## config.mk

```make
export PLATFORM = sky130hd
export DESIGN_NAME = scl_archive_to_trdos_image_unit
export DESIGN_NICKNAME = d
export VERILOG_FILES = /design/src/rtl/core/scltrd_pkg.sv /design/src/rtl/core/scltrd_front.sv /design/src/rtl/core/scltrd_queue.sv /design/src/rtl/core/scltrd_back.sv /design/src/rtl/core/scl_archive_to_trdos_image_unit.sv
export VERILOG_INCLUDE_DIRS = /design/src /design/src/rtl/core
export SDC_FILE = /design/constraint.sdc
export NUM_CORES = 1
export LEC_CHECK = 0
export ABC_CLOCK_PERIOD_IN_PS = 14700
export BUFFER_PORTS_ARGS = -buffer_cell sky130_fd_sc_hd__clkbuf_2
export CAP_MARGIN = 40
export CORE_MARGIN = 3
export CORE_UTILIZATION = 65
export DETAILED_ROUTE_END_ITERATION = 16
export PLACE_DENSITY = 0.82
export RECOVER_POWER = 100
export SETUP_SLACK_MARGIN = 0.4
export SYNTH_ARGS = -nofsm -noshare
export SYNTH_HDL_FRONTEND = slang
export SYNTH_HIERARCHICAL = 1
export SYNTH_SLANG_ARGS = --single-unit
```

## constraint.sdc

```tcl
create_clock -name clk -period 14.7 [get_ports clk]
set_clock_uncertainty 0.1 [all_clocks]
set_input_delay 2.205 -clock clk [delete_from_list [all_inputs] [get_ports clk]]
set_output_delay 2.205 -clock clk [all_outputs]
set_load 0.005 [all_outputs]
```

## src/rtl/core/scl_archive_to_trdos_image_unit_defines.svh

```systemverilog
// Assertion macros shared by the SCL to TR-DOS image converter.
`ifndef SCL_ARCHIVE_TO_TRDOS_IMAGE_UNIT_DEFINES_SVH
`define SCL_ARCHIVE_TO_TRDOS_IMAGE_UNIT_DEFINES_SVH

// property must hold at every clock edge out of reset
`define SCLTRD_ASSERT(label, prop, msg) \
label: assert property (@(posedge clk) disable iff (!arst_n) prop) \
else $error(msg);

// condition must never be true
`define SCLTRD_NEVER(label, cond, msg) \
label: assert property (@(posedge clk) disable iff (!arst_n) !(cond)) \
else $error(msg);

`endif

```

## src/rtl/core/scltrd_pkg.sv

```systemverilog
// Types, constants and helper functions of the SCL to TR-DOS image converter.
package scltrd_pkg;

	localparam int MAX_FILES         = 128;
	localparam int DATA_START_SECTOR = 16;
	localparam int MIN_ARCHIVE       = 24;
	localparam int MAX_SECTORS       = 4096;
	localparam int NORM_SECTORS      = 2560;
	localparam int NORM_CYLS         = 80;
	localparam int POS_W             = 5;
	localparam int QDEPTH            = 4;
	localparam int QPTR_W            = 2;
	localparam int STEPS             = 21;
	localparam int STEP_W            = 5;

	localparam logic [22:0] INFO_BASE = 23'h000800;

	localparam logic [4:0] STEP_WRITE  = 5'd0;
	localparam logic [4:0] STEP_SEC    = 5'd1;
	localparam logic [4:0] STEP_TRK    = 5'd2;
	localparam logic [4:0] STEP_INFO0  = 5'd3;
	localparam logic [4:0] STEP_STATUS = 5'd20;

	localparam logic [1:0] ST_MATCH    = 2'd0;
	localparam logic [1:0] ST_MISMATCH = 2'd1;
	localparam logic [1:0] ST_UNCHECK  = 2'd2;
	localparam logic [1:0] ST_INVALID  = 2'd3;

	localparam logic KIND_WRITE  = 1'b0;
	localparam logic KIND_STATUS = 1'b1;

	typedef enum logic [6:0] {
		PH_MAGIC = 7'b0000001,
		PH_COUNT = 7'b0000010,
		PH_ENTRY = 7'b0000100,
		PH_DATA  = 7'b0001000,
		PH_SUM   = 7'b0010000,
		PH_TRAIL = 7'b0100000,
		PH_ERROR = 7'b1000000
	} phase_t;

	typedef struct packed {
		logic [7:0] data_byte;
		logic       end_of_file;
	} item_t;

	typedef struct packed {
		logic        record_kind;
		logic [22:0] image_address;
		logic [7:0]  image_byte;
		logic [1:0]  status_code;
		logic [7:0]  cylinder_count;
		logic        run_last;
	} rec_t;

	typedef struct packed {
		logic        has_wr;
		logic        ent_end;
		logic        eof;
		logic        ok;
		logic [22:0] wr_addr;
		logic [7:0]  wr_byte;
		logic [7:0]  ent;
		logic [15:0] ent_sec;
		logic [12:0] sec;
		logic [7:0]  files;
		logic [12:0] frei;
		logic [7:0]  cyl;
		logic [1:0]  st;
	} cmd_t;

	typedef struct packed {
		logic push;
		logic pop;
		logic full;
		logic empty;
	} qctl_t;

	function automatic logic [7:0] mark_byte(input logic [2:0] i);
		logic [7:0] m;
		case (i)
			3'd0: m = 8'h53;
			3'd1: m = 8'h49;
			3'd2: m = 8'h4E;
			3'd3: m = 8'h43;
			3'd4: m = 8'h4C;
			3'd5: m = 8'h41;
			3'd6: m = 8'h49;
			default: m = 8'h52;
		endcase
		return m;
	endfunction

	// info sector byte offset for info steps
	function automatic logic [7:0] info_off(input logic [4:0] step);
		logic [7:0] o;
		if (step < 5'd10)
			o = 8'(step) + 8'd222;
		else if (step < 5'd19)
			o = 8'(step) + 8'd224;
		else
			o = 8'd244;
		return o;
	endfunction

endpackage

```

## src/rtl/core/scltrd_front.sv

```systemverilog
// Archive parser: tracks format state per byte and issues expansion commands.
module scltrd_front (
	input  logic                clk,
	input  logic                arst_n,
	input  logic                item_valid,
	output logic                item_ready,
	input  scltrd_pkg::item_t   item,
	input  logic                q_full,
	output logic                q_push,
	output scltrd_pkg::cmd_t    q_cmd
);

	scltrd_pkg::phase_t phase_q, phase_n;
	logic [scltrd_pkg::POS_W-1:0] pos_q, pos_n;
	logic [7:0]  files_q, files_n, ent_q, ent_n;
	logic [3:0]  ebi_q, ebi_n;
	logic [15:0] nfs_q, nfs_n;
	logic [23:0] dbl_q, dbl_n;
	logic [31:0] rsum_q, rsum_n, ssum_q, ssum_n;
	logic        trail_q, trail_n;
	logic        accept;
	logic [7:0]  b;
	logic [13:0] sp;
	logic [7:0]  cyl;

	assign b          = item.data_byte;
	assign item_ready = !q_full;
	assign accept     = item_valid && item_ready;

	always_comb begin
		phase_n = phase_q;
		pos_n   = (pos_q == scltrd_pkg::POS_W'(scltrd_pkg::MIN_ARCHIVE)) ? pos_q : pos_q + 1'b1;
		files_n = files_q;
		ent_n   = ent_q;
		ebi_n   = ebi_q;
		nfs_n   = nfs_q;
		dbl_n   = dbl_q;
		rsum_n  = rsum_q;
		ssum_n  = ssum_q;
		trail_n = trail_q;
		q_cmd   = '0;
		case (phase_q)
			scltrd_pkg::PH_MAGIC: begin
				rsum_n = rsum_q + 32'(b);
				if (b != scltrd_pkg::mark_byte(ebi_q[2:0])) begin
					phase_n = scltrd_pkg::PH_ERROR;
				end else if (ebi_q[2:0] == 3'd7) begin
					ebi_n   = '0;
					phase_n = scltrd_pkg::PH_COUNT;
				end else begin
					ebi_n = ebi_q + 1'b1;
				end
			end
			scltrd_pkg::PH_COUNT: begin
				rsum_n  = rsum_q + 32'(b);
				files_n = b;
				if (b > 8'(scltrd_pkg::MAX_FILES)) begin
					phase_n = scltrd_pkg::PH_ERROR;
				end else if (b == 8'd0) begin
					ebi_n   = '0;
					phase_n = scltrd_pkg::PH_SUM;
				end else begin
					phase_n = scltrd_pkg::PH_ENTRY;
				end
			end
			scltrd_pkg::PH_ENTRY: begin
				rsum_n          = rsum_q + 32'(b);
				q_cmd.has_wr    = 1'b1;
				q_cmd.wr_addr   = 23'({ent_q, ebi_q});
				q_cmd.wr_byte   = b;
				if (ebi_q >= 4'd13) begin
					q_cmd.ent_end = 1'b1;
					q_cmd.ent     = ent_q;
					q_cmd.ent_sec = nfs_q;
					nfs_n         = nfs_q + 16'(b);
					ebi_n         = '0;
					ent_n         = ent_q + 1'b1;
					if (ent_n >= files_q) begin
						dbl_n   = {nfs_n - 16'(scltrd_pkg::DATA_START_SECTOR), 8'h00};
						phase_n = (dbl_n != '0) ? scltrd_pkg::PH_DATA : scltrd_pkg::PH_SUM;
					end
				end else begin
					ebi_n = ebi_q + 1'b1;
				end
			end
			scltrd_pkg::PH_DATA: begin
				rsum_n        = rsum_q + 32'(b);
				q_cmd.has_wr  = 1'b1;
				q_cmd.wr_addr = 23'({nfs_q, 8'h00} - dbl_q);
				q_cmd.wr_byte = b;
				dbl_n         = dbl_q - 1'b1;
				if (dbl_n == '0) begin
					ebi_n   = '0;
					phase_n = scltrd_pkg::PH_SUM;
				end
			end
			scltrd_pkg::PH_SUM: begin
				ssum_n = ssum_q | (32'(b) << {ebi_q[1:0], 3'b000});
				if (ebi_q[1:0] == 2'd3) begin
					ebi_n   = '0;
					phase_n = scltrd_pkg::PH_TRAIL;
				end else begin
					ebi_n = ebi_q + 1'b1;
				end
			end
			scltrd_pkg::PH_TRAIL: begin
				trail_n = 1'b1;
			end
			default: begin
			end
		endcase

		sp = 14'(nfs_n[12:0]) + 14'd31;
		cyl = (nfs_n <= 16'(scltrd_pkg::NORM_SECTORS)) ? 8'(scltrd_pkg::NORM_CYLS) : 8'(sp >> 5);
		q_cmd.eof   = item.end_of_file;
		q_cmd.ok    = (phase_n == scltrd_pkg::PH_TRAIL)
			&& (pos_n == scltrd_pkg::POS_W'(scltrd_pkg::MIN_ARCHIVE))
			&& (nfs_n <= 16'(scltrd_pkg::MAX_SECTORS));
		q_cmd.sec   = nfs_n[12:0];
		q_cmd.files = files_n;
		q_cmd.cyl   = cyl;
		q_cmd.frei  = {cyl, 5'b00000} - nfs_n[12:0];
		if (trail_n)
			q_cmd.st = scltrd_pkg::ST_UNCHECK;
		else
			q_cmd.st = (rsum_n == ssum_n) ? scltrd_pkg::ST_MATCH : scltrd_pkg::ST_MISMATCH;
	end

	assign q_push = accept && (q_cmd.has_wr || q_cmd.eof);

	always_ff @(posedge clk or negedge arst_n) begin
		if (!arst_n) begin
			phase_q <= scltrd_pkg::PH_MAGIC;
			pos_q   <= '0;
			files_q <= '0;
			ent_q   <= '0;
			ebi_q   <= '0;
			nfs_q   <= 16'(scltrd_pkg::DATA_START_SECTOR);
			dbl_q   <= '0;
			rsum_q  <= '0;
			ssum_q  <= '0;
			trail_q <= 1'b0;
		end else if (accept) begin
			if (item.end_of_file) begin
				phase_q <= scltrd_pkg::PH_MAGIC;
				pos_q   <= '0;
				files_q <= '0;
				ent_q   <= '0;
				ebi_q   <= '0;
				nfs_q   <= 16'(scltrd_pkg::DATA_START_SECTOR);
				dbl_q   <= '0;
				rsum_q  <= '0;
				ssum_q  <= '0;
				trail_q <= 1'b0;
			end else begin
				phase_q <= phase_n;
				pos_q   <= pos_n;
				files_q <= files_n;
				ent_q   <= ent_n;
				ebi_q   <= ebi_n;
				nfs_q   <= nfs_n;
				dbl_q   <= dbl_n;
				rsum_q  <= rsum_n;
				ssum_q  <= ssum_n;
				trail_q <= trail_n;
			end
		end
	end

endmodule

```

## src/rtl/core/scltrd_queue.sv

```systemverilog
// Command queue between parser and record generator.
`include "scl_archive_to_trdos_image_unit_defines.svh"
module scltrd_queue (
	input  logic                clk,
	input  logic                arst_n,
	input  scltrd_pkg::cmd_t    wr_cmd,
	output scltrd_pkg::cmd_t    rd_cmd,
	input  logic                push,
	input  logic                pop,
	output logic                full,
	output logic                empty
);

	scltrd_pkg::cmd_t mem_q [scltrd_pkg::QDEPTH];
	logic [scltrd_pkg::QPTR_W-1:0] wp_q, rp_q;
	logic [scltrd_pkg::QPTR_W:0]   cnt_q;

	assign full   = (cnt_q == (scltrd_pkg::QPTR_W+1)'(scltrd_pkg::QDEPTH));
	assign empty  = (cnt_q == '0);
	assign rd_cmd = mem_q[rp_q];

	always_ff @(posedge clk) begin
		if (push)
			mem_q[wp_q] <= wr_cmd;
	end

	always_ff @(posedge clk or negedge arst_n) begin
		if (!arst_n) begin
			wp_q  <= '0;
			rp_q  <= '0;
			cnt_q <= '0;
		end else begin
			if (push)
				wp_q <= wp_q + 1'b1;
			if (pop)
				rp_q <= rp_q + 1'b1;
			cnt_q <= cnt_q + (scltrd_pkg::QPTR_W+1)'(push) - (scltrd_pkg::QPTR_W+1)'(pop);
		end
	end

	`SCLTRD_NEVER(a_q_overflow, push && full && !pop, "queue push while full")
	`SCLTRD_NEVER(a_q_underflow, pop && empty, "queue pop while empty")
	`SCLTRD_ASSERT(a_q_count, cnt_q <= (scltrd_pkg::QPTR_W+1)'(scltrd_pkg::QDEPTH), "queue count out of range")

endmodule

```

## src/rtl/core/scltrd_back.sv

```systemverilog
// Record generator: expands queued commands into image writes and status.
`include "scl_archive_to_trdos_image_unit_defines.svh"
module scltrd_back (
	input  logic                clk,
	input  logic                arst_n,
	input  scltrd_pkg::cmd_t    cmd,
	input  logic                q_empty,
	output logic                q_pop,
	output logic                rec_valid,
	input  logic                rec_ready,
	output scltrd_pkg::rec_t    rec
);

	logic [scltrd_pkg::STEPS-1:0]  en, done_q, rem, cur;
	logic [scltrd_pkg::STEP_W-1:0] idx;
	logic                          last, load, rec_valid_q;
	scltrd_pkg::rec_t              rec_q, r;

	always_comb begin
		en = '0;
		en[scltrd_pkg::STEP_WRITE] = cmd.has_wr;
		en[scltrd_pkg::STEP_SEC]   = cmd.ent_end;
		en[scltrd_pkg::STEP_TRK]   = cmd.ent_end;
		for (int i = 3; i < 20; i++)
			en[i] = cmd.eof && cmd.ok;
		en[scltrd_pkg::STEP_STATUS] = cmd.eof;
	end

	assign rem  = en & ~done_q;
	assign cur  = rem & (~rem + 1'b1);
	assign last = ((rem & ~cur) == '0);
	assign load = !q_empty && (!rec_valid_q || rec_ready);
	assign q_pop = load && last;

	always_comb begin
		idx = '0;
		for (int i = 0; i < scltrd_pkg::STEPS; i++)
			if (cur[i])
				idx = scltrd_pkg::STEP_W'(i);
	end

	always_comb begin
		r = '0;
		r.record_kind = scltrd_pkg::KIND_WRITE;
		r.run_last    = last;
		case (idx)
			scltrd_pkg::STEP_WRITE: begin
				r.image_address = cmd.wr_addr;
				r.image_byte    = cmd.wr_byte;
			end
			scltrd_pkg::STEP_SEC: begin
				r.image_address = 23'({cmd.ent, 4'hE});
				r.image_byte    = {4'h0, cmd.ent_sec[3:0]};
			end
			scltrd_pkg::STEP_TRK: begin
				r.image_address = 23'({cmd.ent, 4'hF});
				r.image_byte    = cmd.ent_sec[11:4];
			end
			scltrd_pkg::STEP_STATUS: begin
				r.record_kind    = scltrd_pkg::KIND_STATUS;
				r.status_code    = cmd.ok ? cmd.st : scltrd_pkg::ST_INVALID;
				r.cylinder_count = cmd.ok ? cmd.cyl : 8'd0;
			end
			default: begin
				r.image_address = scltrd_pkg::INFO_BASE + 23'(scltrd_pkg::info_off(idx));
				case (idx - scltrd_pkg::STEP_INFO0)
					5'd0: r.image_byte = {4'h0, cmd.sec[3:0]};
					5'd1: r.image_byte = cmd.sec[11:4];
					5'd2: r.image_byte = 8'h16;
					5'd3: r.image_byte = cmd.files;
					5'd4: r.image_byte = cmd.frei[7:0];
					5'd5: r.image_byte = {3'b000, cmd.frei[12:8]};
					5'd6: r.image_byte = 8'h10;
					5'd16: r.image_byte = 8'h00;
					default: r.image_byte = 8'h20;
				endcase
			end
		endcase
	end

	always_ff @(posedge clk) begin
		if (load)
			rec_q <= r;
	end

	always_ff @(posedge clk or negedge arst_n) begin
		if (!arst_n) begin
			rec_valid_q <= 1'b0;
			done_q      <= '0;
		end else begin
			if (load) begin
				rec_valid_q <= 1'b1;
				done_q      <= last ? '0 : (done_q | cur);
			end else if (rec_ready) begin
				rec_valid_q <= 1'b0;
			end
		end
	end

	assign rec_valid = rec_valid_q;
	assign rec       = rec_q;

	`SCLTRD_ASSERT(a_status_last, rec_valid_q && rec_q.record_kind |-> rec_q.run_last, "status record not last")
	`SCLTRD_NEVER(a_done_subset, !q_empty && ((done_q & ~en) != '0), "consumed step outside command")

endmodule

```

## src/rtl/core/scl_archive_to_trdos_image_unit.sv

```systemverilog
// SCL archive to TR-DOS image converter: one archive byte per cycle in; image
// write records and a final status record out at one record per cycle while
// rec_ready is high. Bytes that cause no record or one record sustain one byte
// per cycle. A catalog entry's last byte yields three records, and a valid
// final byte yields 18 (info sector writes plus status), so input stalls while
// the record generator drains them; a four-deep command queue between parser
// and generator absorbs bursts; commands and records are both registered.
module scl_archive_to_trdos_image_unit (
	input  logic                clk,
	input  logic                arst_n,
	input  logic                item_valid,
	output logic                item_ready,
	input  scltrd_pkg::item_t   item,
	output logic                rec_valid,
	input  logic                rec_ready,
	output scltrd_pkg::rec_t    rec
);

	scltrd_pkg::cmd_t  wr_cmd, rd_cmd;
	scltrd_pkg::qctl_t qctl;

	scltrd_front u_front (
		.clk        (clk),
		.arst_n     (arst_n),
		.item_valid (item_valid),
		.item_ready (item_ready),
		.item       (item),
		.q_full     (qctl.full),
		.q_push     (qctl.push),
		.q_cmd      (wr_cmd)
	);

	scltrd_queue u_queue (
		.clk    (clk),
		.arst_n (arst_n),
		.wr_cmd (wr_cmd),
		.rd_cmd (rd_cmd),
		.push   (qctl.push),
		.pop    (qctl.pop),
		.full   (qctl.full),
		.empty  (qctl.empty)
	);

	scltrd_back u_back (
		.clk       (clk),
		.arst_n    (arst_n),
		.cmd       (rd_cmd),
		.q_empty   (qctl.empty),
		.q_pop     (qctl.pop),
		.rec_valid (rec_valid),
		.rec_ready (rec_ready),
		.rec       (rec)
	);

endmodule

```

==> flow_summary_export.csv, run 1 <==
group,metric,value,unit
outcome,status,"complete, but fails checks",
outcome,violations,"capacitance limit, slew limit",
clock_tree,post_cts_buffers,0,
floorplanning,num_rows,78,
worst_setup_path,cpMostUsedCell,"clkbuf_1",
clock_tree,clock_sinks,601,
pwr,pwr-share-comb,33.1,%
final_layout,final_cell_area,32720,um^2
final_layout,area_delta_synth_final,8.090,%
pwr,finalPower,5.727,mW
worst_hold_path,hp-class,"flip-flop to flip-flop",
worst_setup_path,worstReg2RegEnd,"u_back/rec[20]",
placed_design,dpl-instance-area,31120,um^2
global_routing,grt_usage,34.43,%
worst_setup_path,r2r_start,"u_queue/rp_q[1]",
sta,rsz0062_at_grt,"no",
worst_setup_path,critical_path.top_delay_family,"buffers and inverters",
run,drv_cap,19,
worst_setup_path,end_kind,"flip-flop",
sta,hold_viol,0,
global_routing,grt_overflow_total,0,
routing,ant_nets,0,
sta,min_period,10.41,ns
synthesis,yosys_warnings,6,
clock_tree,htree_num_levels,2,
synthesis,syn_nets,2548,
floorplanning,die_h,221.8,um
pwr,switching_share,35.14,%
worst_hold_path,hold_path_end,"u_front/ssum_q[31]",
clock_tree,clkTransAtPathRegs,0.07,ns
worst_hold_path,hp-start,"u_front/ssum_q[31]",
worst_setup_path,worst-path-max-fanout,55,
worst_setup_path,path_class,"input port to flip-flop",
clock_tree,ctsHoldBuffers,0,
synthesis,synth_area_per_cell,12.28,um^2
sta,fin_crit_sh,70.83,%
routing,drt-pass1-iter-count,6,
clock_tree,cts_tree,"yes",
sta,tns,0,ns
worst_setup_path,arrival,10.46,ns
floorplanning,die_w,221.8,um
sta,hold_slack,0.4011,ns
final_layout,drive_gt1_share,10.18,%
placed_design,gp_congestion,0.9578,
clock_tree,clockBufferDepth,3,
floorplanning,ios,58,
routing,drtIter0Drc,3018,
routing,vias,21846,
worst_setup_path,crit_required,14.75,ns
worst_setup_path,critPathMaxStageDelay,2.67,ns
routing,wirelength,84520,um
pwr,internal_power,3.715,mW
sta,fmax,96.04,MHz
placed_design,port_buffers,57,
routing,viasPerCell,6.946,
final_layout,fillers,3015,
pwr,peakVddDrop,142.0,uV
global_routing,grt_antenna_before_repair,1,
pwr,seq_power_share,40.6,%
worst_hold_path,hold_depth,2,
final_layout,finish.utilization,71.63,%
routing,wl_per_cell,26.88,um
worst_setup_path,path_buf_inv,4,
final_layout,regArea,17220,um^2
routing,drc_errors,0,
clock_tree,cts_buffers,59,
final_layout,multi_input_area,11980,um^2
sta,relSlewSlack,-178.5,%
floorplanning,core_area,45670,um^2
global_routing,grt_pass1_vias,21352,
pwr,leakage,11.82,nW
sta,setup_violations,0,
clock_tree,cts_resized,0,
clock_tree,root_buffer,"clkbuf_16",
worst_setup_path,critical_path.slowest_cell,"clkbuf_1",
global_routing,grt_pass1_wl,130300,um
pwr,power.density,175.1,nW/um^2
pwr,p_clk_share,26.3,%
pwr,power_switching,2.012,mW
worst_setup_path,rrSetupSlack,4.34,ns
sta,worstMarginPinSlew,4.178,ns
final_layout,nets,2576,
worst_setup_path,r2r_cells,10,
worst_setup_path,cp_cell_sequence,"clkbuf_2 -> clkbuf_1 -> nor2_1 -> nor2_1 -> clkbuf_1 -> and2_0 -> clkbuf_1",
worst_setup_path,start_kind,"input port",
global_routing,grt_max_degree,59,
placed_design,place_hpwl,56270,um
floorplanning,initial_core_util,66.27,%
floorplanning,dieArea,49190,um^2
synthesis,syn_inst,2465,
synthesis,syn_area,30270,um^2
clock_tree,clk_latency,0.63,ns
sta,slew_violations,807,
per-layer routing:
metal  track usage [%]  vias to the layer above  share of wire (%)
met5                 0                        -                  0
met4             14.45                        0                4.7
met3             6.236                      257                 10
met2             55.46                     1310                 48
met1             46.97                    10823                 37
li1                  -                     9456                  -
power groups by stage:
| stage | registers, mW | logic (mW) | clock network, mW |
|---|---|---|---|
| floorplan | 2.24 | 1.39 | 0 |
| global placement | 2.32 | 1.82 | 0 |
| detailed placement | 2.33 | 1.88 | 0 |
| CTS | 2.31 | 1.91 | 1.52 |
| global route | 2.35 | 2.04 | 1.58 |
| finish | 2.32 | 1.90 | 1.51 |
flip-flops by register name (all words and copies together), names as in the netlist:
name,cells
u_queue/cnt_q,3
u_front/ent_q,8
u_front/pos_q,5
u_queue/mem_q,392
u_queue/wp_q,2
u_front/files_q,8
u_back/rec_valid,1
u_front/nfs_q,16
u_front/phase_q,7
u_back/rec,43
u_front/ssum_q,32
u_front/trail_q,1
u_queue/rp_q,2
u_back/done_q,21
u_front/ebi_q,4
u_front/dbl_q,24
u_front/rsum_q,32
worst max-delay path by stage:
stage | startpoint | endpoint | slack, ns | cells past startpoint
4_1_cts | item[1] | u_queue/mem_q[2][22] | 7.82 | 19
3_5_place_dp | item[1] | u_queue/mem_q[0][22] | 7.31 | 19
2_1_floorplan | item[2] | u_queue/mem_q[0][22] | 8.29 | 18
6_report | item[0] | u_queue/mem_q[3][33] | 4.29 | 7
5_1_grt | item[0] | u_queue/mem_q[0][38] | 3.72 | 7
3_3_place_gp | item[1] | u_queue/mem_q[0][22] | 7.44 | 19
worst min-delay path: stages, from the launching register on:
cell and delay (ns):
dfrtp_1 0.35, a21oi_1 0.04, nor2_1 0.07
placed cells by master, fill, tap and decap left out, drive strengths merged, types with 92 or more instances in the layout:
| cell | n |
|---|---|
| a21oi | 158 |
| nor2 | 178 |
| o21ai | 181 |
| clkbuf | 155 |
| mux4 | 98 |
| edfxtp | 435 |
| dfrtp | 164 |
| inv | 97 |
| nand2 | 169 |
| xnor2 | 92 |
through the flow:
step                worst slack, ns  instances
floorplan                     8.293       2465
global placement              7.443       3017
detailed placement            7.314       3031
CTS                           7.824       3142
global route                  3.720       3143
finish                        4.288       3145
area by class of cell:
class	instances	share of cell area, %
clock buffer	72	4.662
clock inverter	39	1.147
tap	600	2.295
timing repair buffer	103	1.599
multi-input combinational	1640	36.62
antenna	2	0.01530
sequential	601	52.64
inverter	88	1.014
Note: power is estimated with default switching activity, not from simulation.
==> run 2, diff against run 1 <==
ABC_CLOCK_PERIOD_IN_PS = 10220   (was 14700)
CORE_UTILIZATION = 64   (was 65)
PLACE_DENSITY = 0.81   (was 0.82)
clock period = 10.22 ns   (was 14.7 ns; I/O delays follow)
==> run 2 against run 1 <==
Compared with the run above: clock power is 46% higher; the flow still finishes with violations (capacitance limit, slew limit); critical path type unchanged; sequential cell count stayed put; largest cell class unchanged; combinational power is 43% higher; sequential share of layout area is 0.13 points lower; die area is 1.5% higher.
==> flow_summary_export.csv, run 2 (same netlist as run 1, synthesis figures left out) <==
group,metric,value,unit
outcome,status,"complete, but fails checks",
outcome,violations,"capacitance limit, slew limit",
worst_setup_path,critPathMaxStageDelay,2.18,ns
routing,drt-pass1-iter-count,6,
pwr,power.density,251.7,nW/um^2
global_routing,grt_antenna_before_repair,1,
worst_hold_path,hp-start,"u_front/ssum_q[26]",
final_layout,nets,2574,
final_layout,final_cell_area,32800,um^2
routing,viasPerCell,6.993,
worst_setup_path,worst-path-max-fanout,55,
floorplanning,initial_core_util,64.87,%
worst_setup_path,arrival,7.69,ns
floorplanning,die_h,223.5,um
routing,vias,22015,
floorplanning,dieArea,49940,um^2
final_layout,drive_gt1_share,10.35,%
worst_setup_path,critical_path.slowest_cell,"clkbuf_1",
sta,rsz0062_at_grt,"no",
final_layout,largest-register,"u_queue/mem_q",
final_layout,area_delta_synth_final,8.359,%
worst_setup_path,path_class,"input port to flip-flop",
worst_setup_path,cpMostUsedCell,"clkbuf_1",
floorplanning,ios,58,
run,drv_cap,11,
worst_setup_path,cp_cell_sequence,"clkbuf_2 -> clkbuf_1 -> nor2_1 -> nor2_1 -> clkbuf_1 -> and2_4 -> clkbuf_1",
clock_tree,clk_latency,0.66,ns
worst_setup_path,rrSetupSlack,2.66,ns
routing,ant_nets,0,
final_layout,final_cell_mix,"edfxtp_1 (435), o21ai_0 (179), nor2_1 (177), nand2_1 (168), dfrtp_1 (163)",
sta,hold_viol,0,
clock_tree,clkTransAtPathRegs,0.07,ns
clock_tree,clockBufferDepth,3,
worst_setup_path,worstReg2RegEnd,"u_back/rec[16]",
global_routing,grt_pass1_wl,131600,um
final_layout,largest_reg_flops,392,
worst_setup_path,critical_path.top_delay_family,"buffers and inverters",
sta,min_period,7.635,ns
routing,drtIter0Drc,2729,
floorplanning,die_w,223.5,um
worst_hold_path,hold_depth,2,
placed_design,dpl-instance-area,31090,um^2
sta,relSlewSlack,-154.7,%
pwr,peakVddDrop,208.9,uV
final_layout,fillers,3134,
sta,tns,0,ns
clock_tree,root_buffer,"clkbuf_16",
routing,wirelength,86140,um
clock_tree,cts_resized,0,
clock_tree,cts_tree,"yes",
worst_hold_path,hold_path_end,"u_front/ssum_q[26]",
global_routing,grt_pass1_vias,21591,
placed_design,place_hpwl,56090,um
sta,fmax,131.0,MHz
routing,wl_per_cell,27.36,um
worst_setup_path,crit_required,10.27,ns
pwr,finalPower,8.254,mW
sta,fin_crit_sh,74.71,%
clock_tree,post_cts_buffers,0,
worst_setup_path,r2r_cells,12,
clock_tree,htree_num_levels,2,
global_routing,grt_max_degree,62,
worst_hold_path,hp-class,"flip-flop to flip-flop",
clock_tree,cts_buffers,59,
global_routing,grt_usage,34.58,%
final_layout,n_antenna_cell,0,
routing,drc_errors,0,
clock_tree,ctsHoldBuffers,0,
sta,worstMarginPinSlew,3.820,ns
final_layout,final_common_cell,"edfxtp_1",
worst_setup_path,path_buf_inv,4,
sta,setup_violations,0,
sta,slew_violations,468,
worst_setup_path,r2r_start,"u_queue/rp_q[0]",
clock_tree,clock_sinks,601,
worst_setup_path,end_kind,"flip-flop",
floorplanning,num_rows,79,
global_routing,grt_overflow_total,0,
placed_design,gp_congestion,0.9635,
pwr,leakage,11.87,nW
floorplanning,core_area,46650,um^2
worst_setup_path,start_kind,"input port",
placed_design,port_buffers,57,
==> run 2: cell count changes in the layout (fill, tap and decap cells not counted), moves of 4 or more <==
| cell | previous run | this run |
|---|---|---|
| clkbuf_1 | 80 | 74 |
| clkbuf_2 | 16 | 28 |
| clkbuf_8 | 0 | 4 |
| clkinv_2 | 9 | 3 |
| inv_6 | 9 | 0 |
==> run 2: metal layers <==
layer | vias to the layer above | share of wire (%) | wire, um | global-route usage [%]
li1 | 9430 | - | - | -
met1 | 10903 | 37 | 31770 | 46.26
met2 | 1382 | 48 | 41090 | 56.49
met3 | 298 | 10 | 8668 | 5.882
met4 | 2 | 5.3 | 4586 | 15.41
met5 | - | 0.019 | 16 | 0
==> run 2: stage by stage <==
step | util [%] | instances | hold WS (ns) | setup WS [ns]
finish | 70.30 | 3148 | 0.4016 | 2.585
global route | 70.30 | 3148 | 0.4205 | 2.244
CTS | 70.88 | 3145 | 0.3980 | 3.961
detailed placement | 66.65 | 3034 | 0.3829 | 3.528
global placement | 66.38 | 3026 | 0.3785 | 3.646
floorplan | - | 2465 | 0.3633 | 4.485
==> run 2: worst max path at each step <==
stage          slack (ns)  startpoint                   end  cells past startpoint
2_1_floorplan        4.49     item[2]  u_queue/mem_q[0][22]                     18
3_3_place_gp         3.65     item[1]  u_queue/mem_q[0][22]                     19
3_5_place_dp         3.53     item[1]  u_queue/mem_q[1][22]                     19
4_1_cts              3.96     item[1]  u_queue/mem_q[1][22]                     19
5_1_grt              2.24     item[0]  u_queue/mem_q[0][37]                      7
6_report             2.58     item[0]  u_queue/mem_q[0][37]                      7
==> run 2: where the power goes <==
part / leakage [nW] / total, mW / internal [mW] / switching, mW
registers: 6.24 / 3.33 / 3.06 / 0.275
clock network: 0.930 / 2.21 / 1.25 / 0.958
logic: 4.70 / 2.71 / 1.04 / 1.67
total: 11.9 / 8.25 / 5.35 / 2.90
==> run 2: area by class of cell <==
type,instances,area (um^2),area share [%]
Clock inverter,31,380.4,1.160
Clock buffer,80,1595,4.864
Multi-Input combinational cell,1640,11980,36.51
Inverter,88,335.3,1.022
Sequential cell,601,17220,52.51
Timing Repair Buffer,101,528.0,1.610
Tap cell,607,759.5,2.316
==> run 2: worst min-delay path, stage by stage, from the launching register on <==
cell	delay, ns
dfrtp_1	0.35
a21oi_1	0.04
nor2_1	0.07
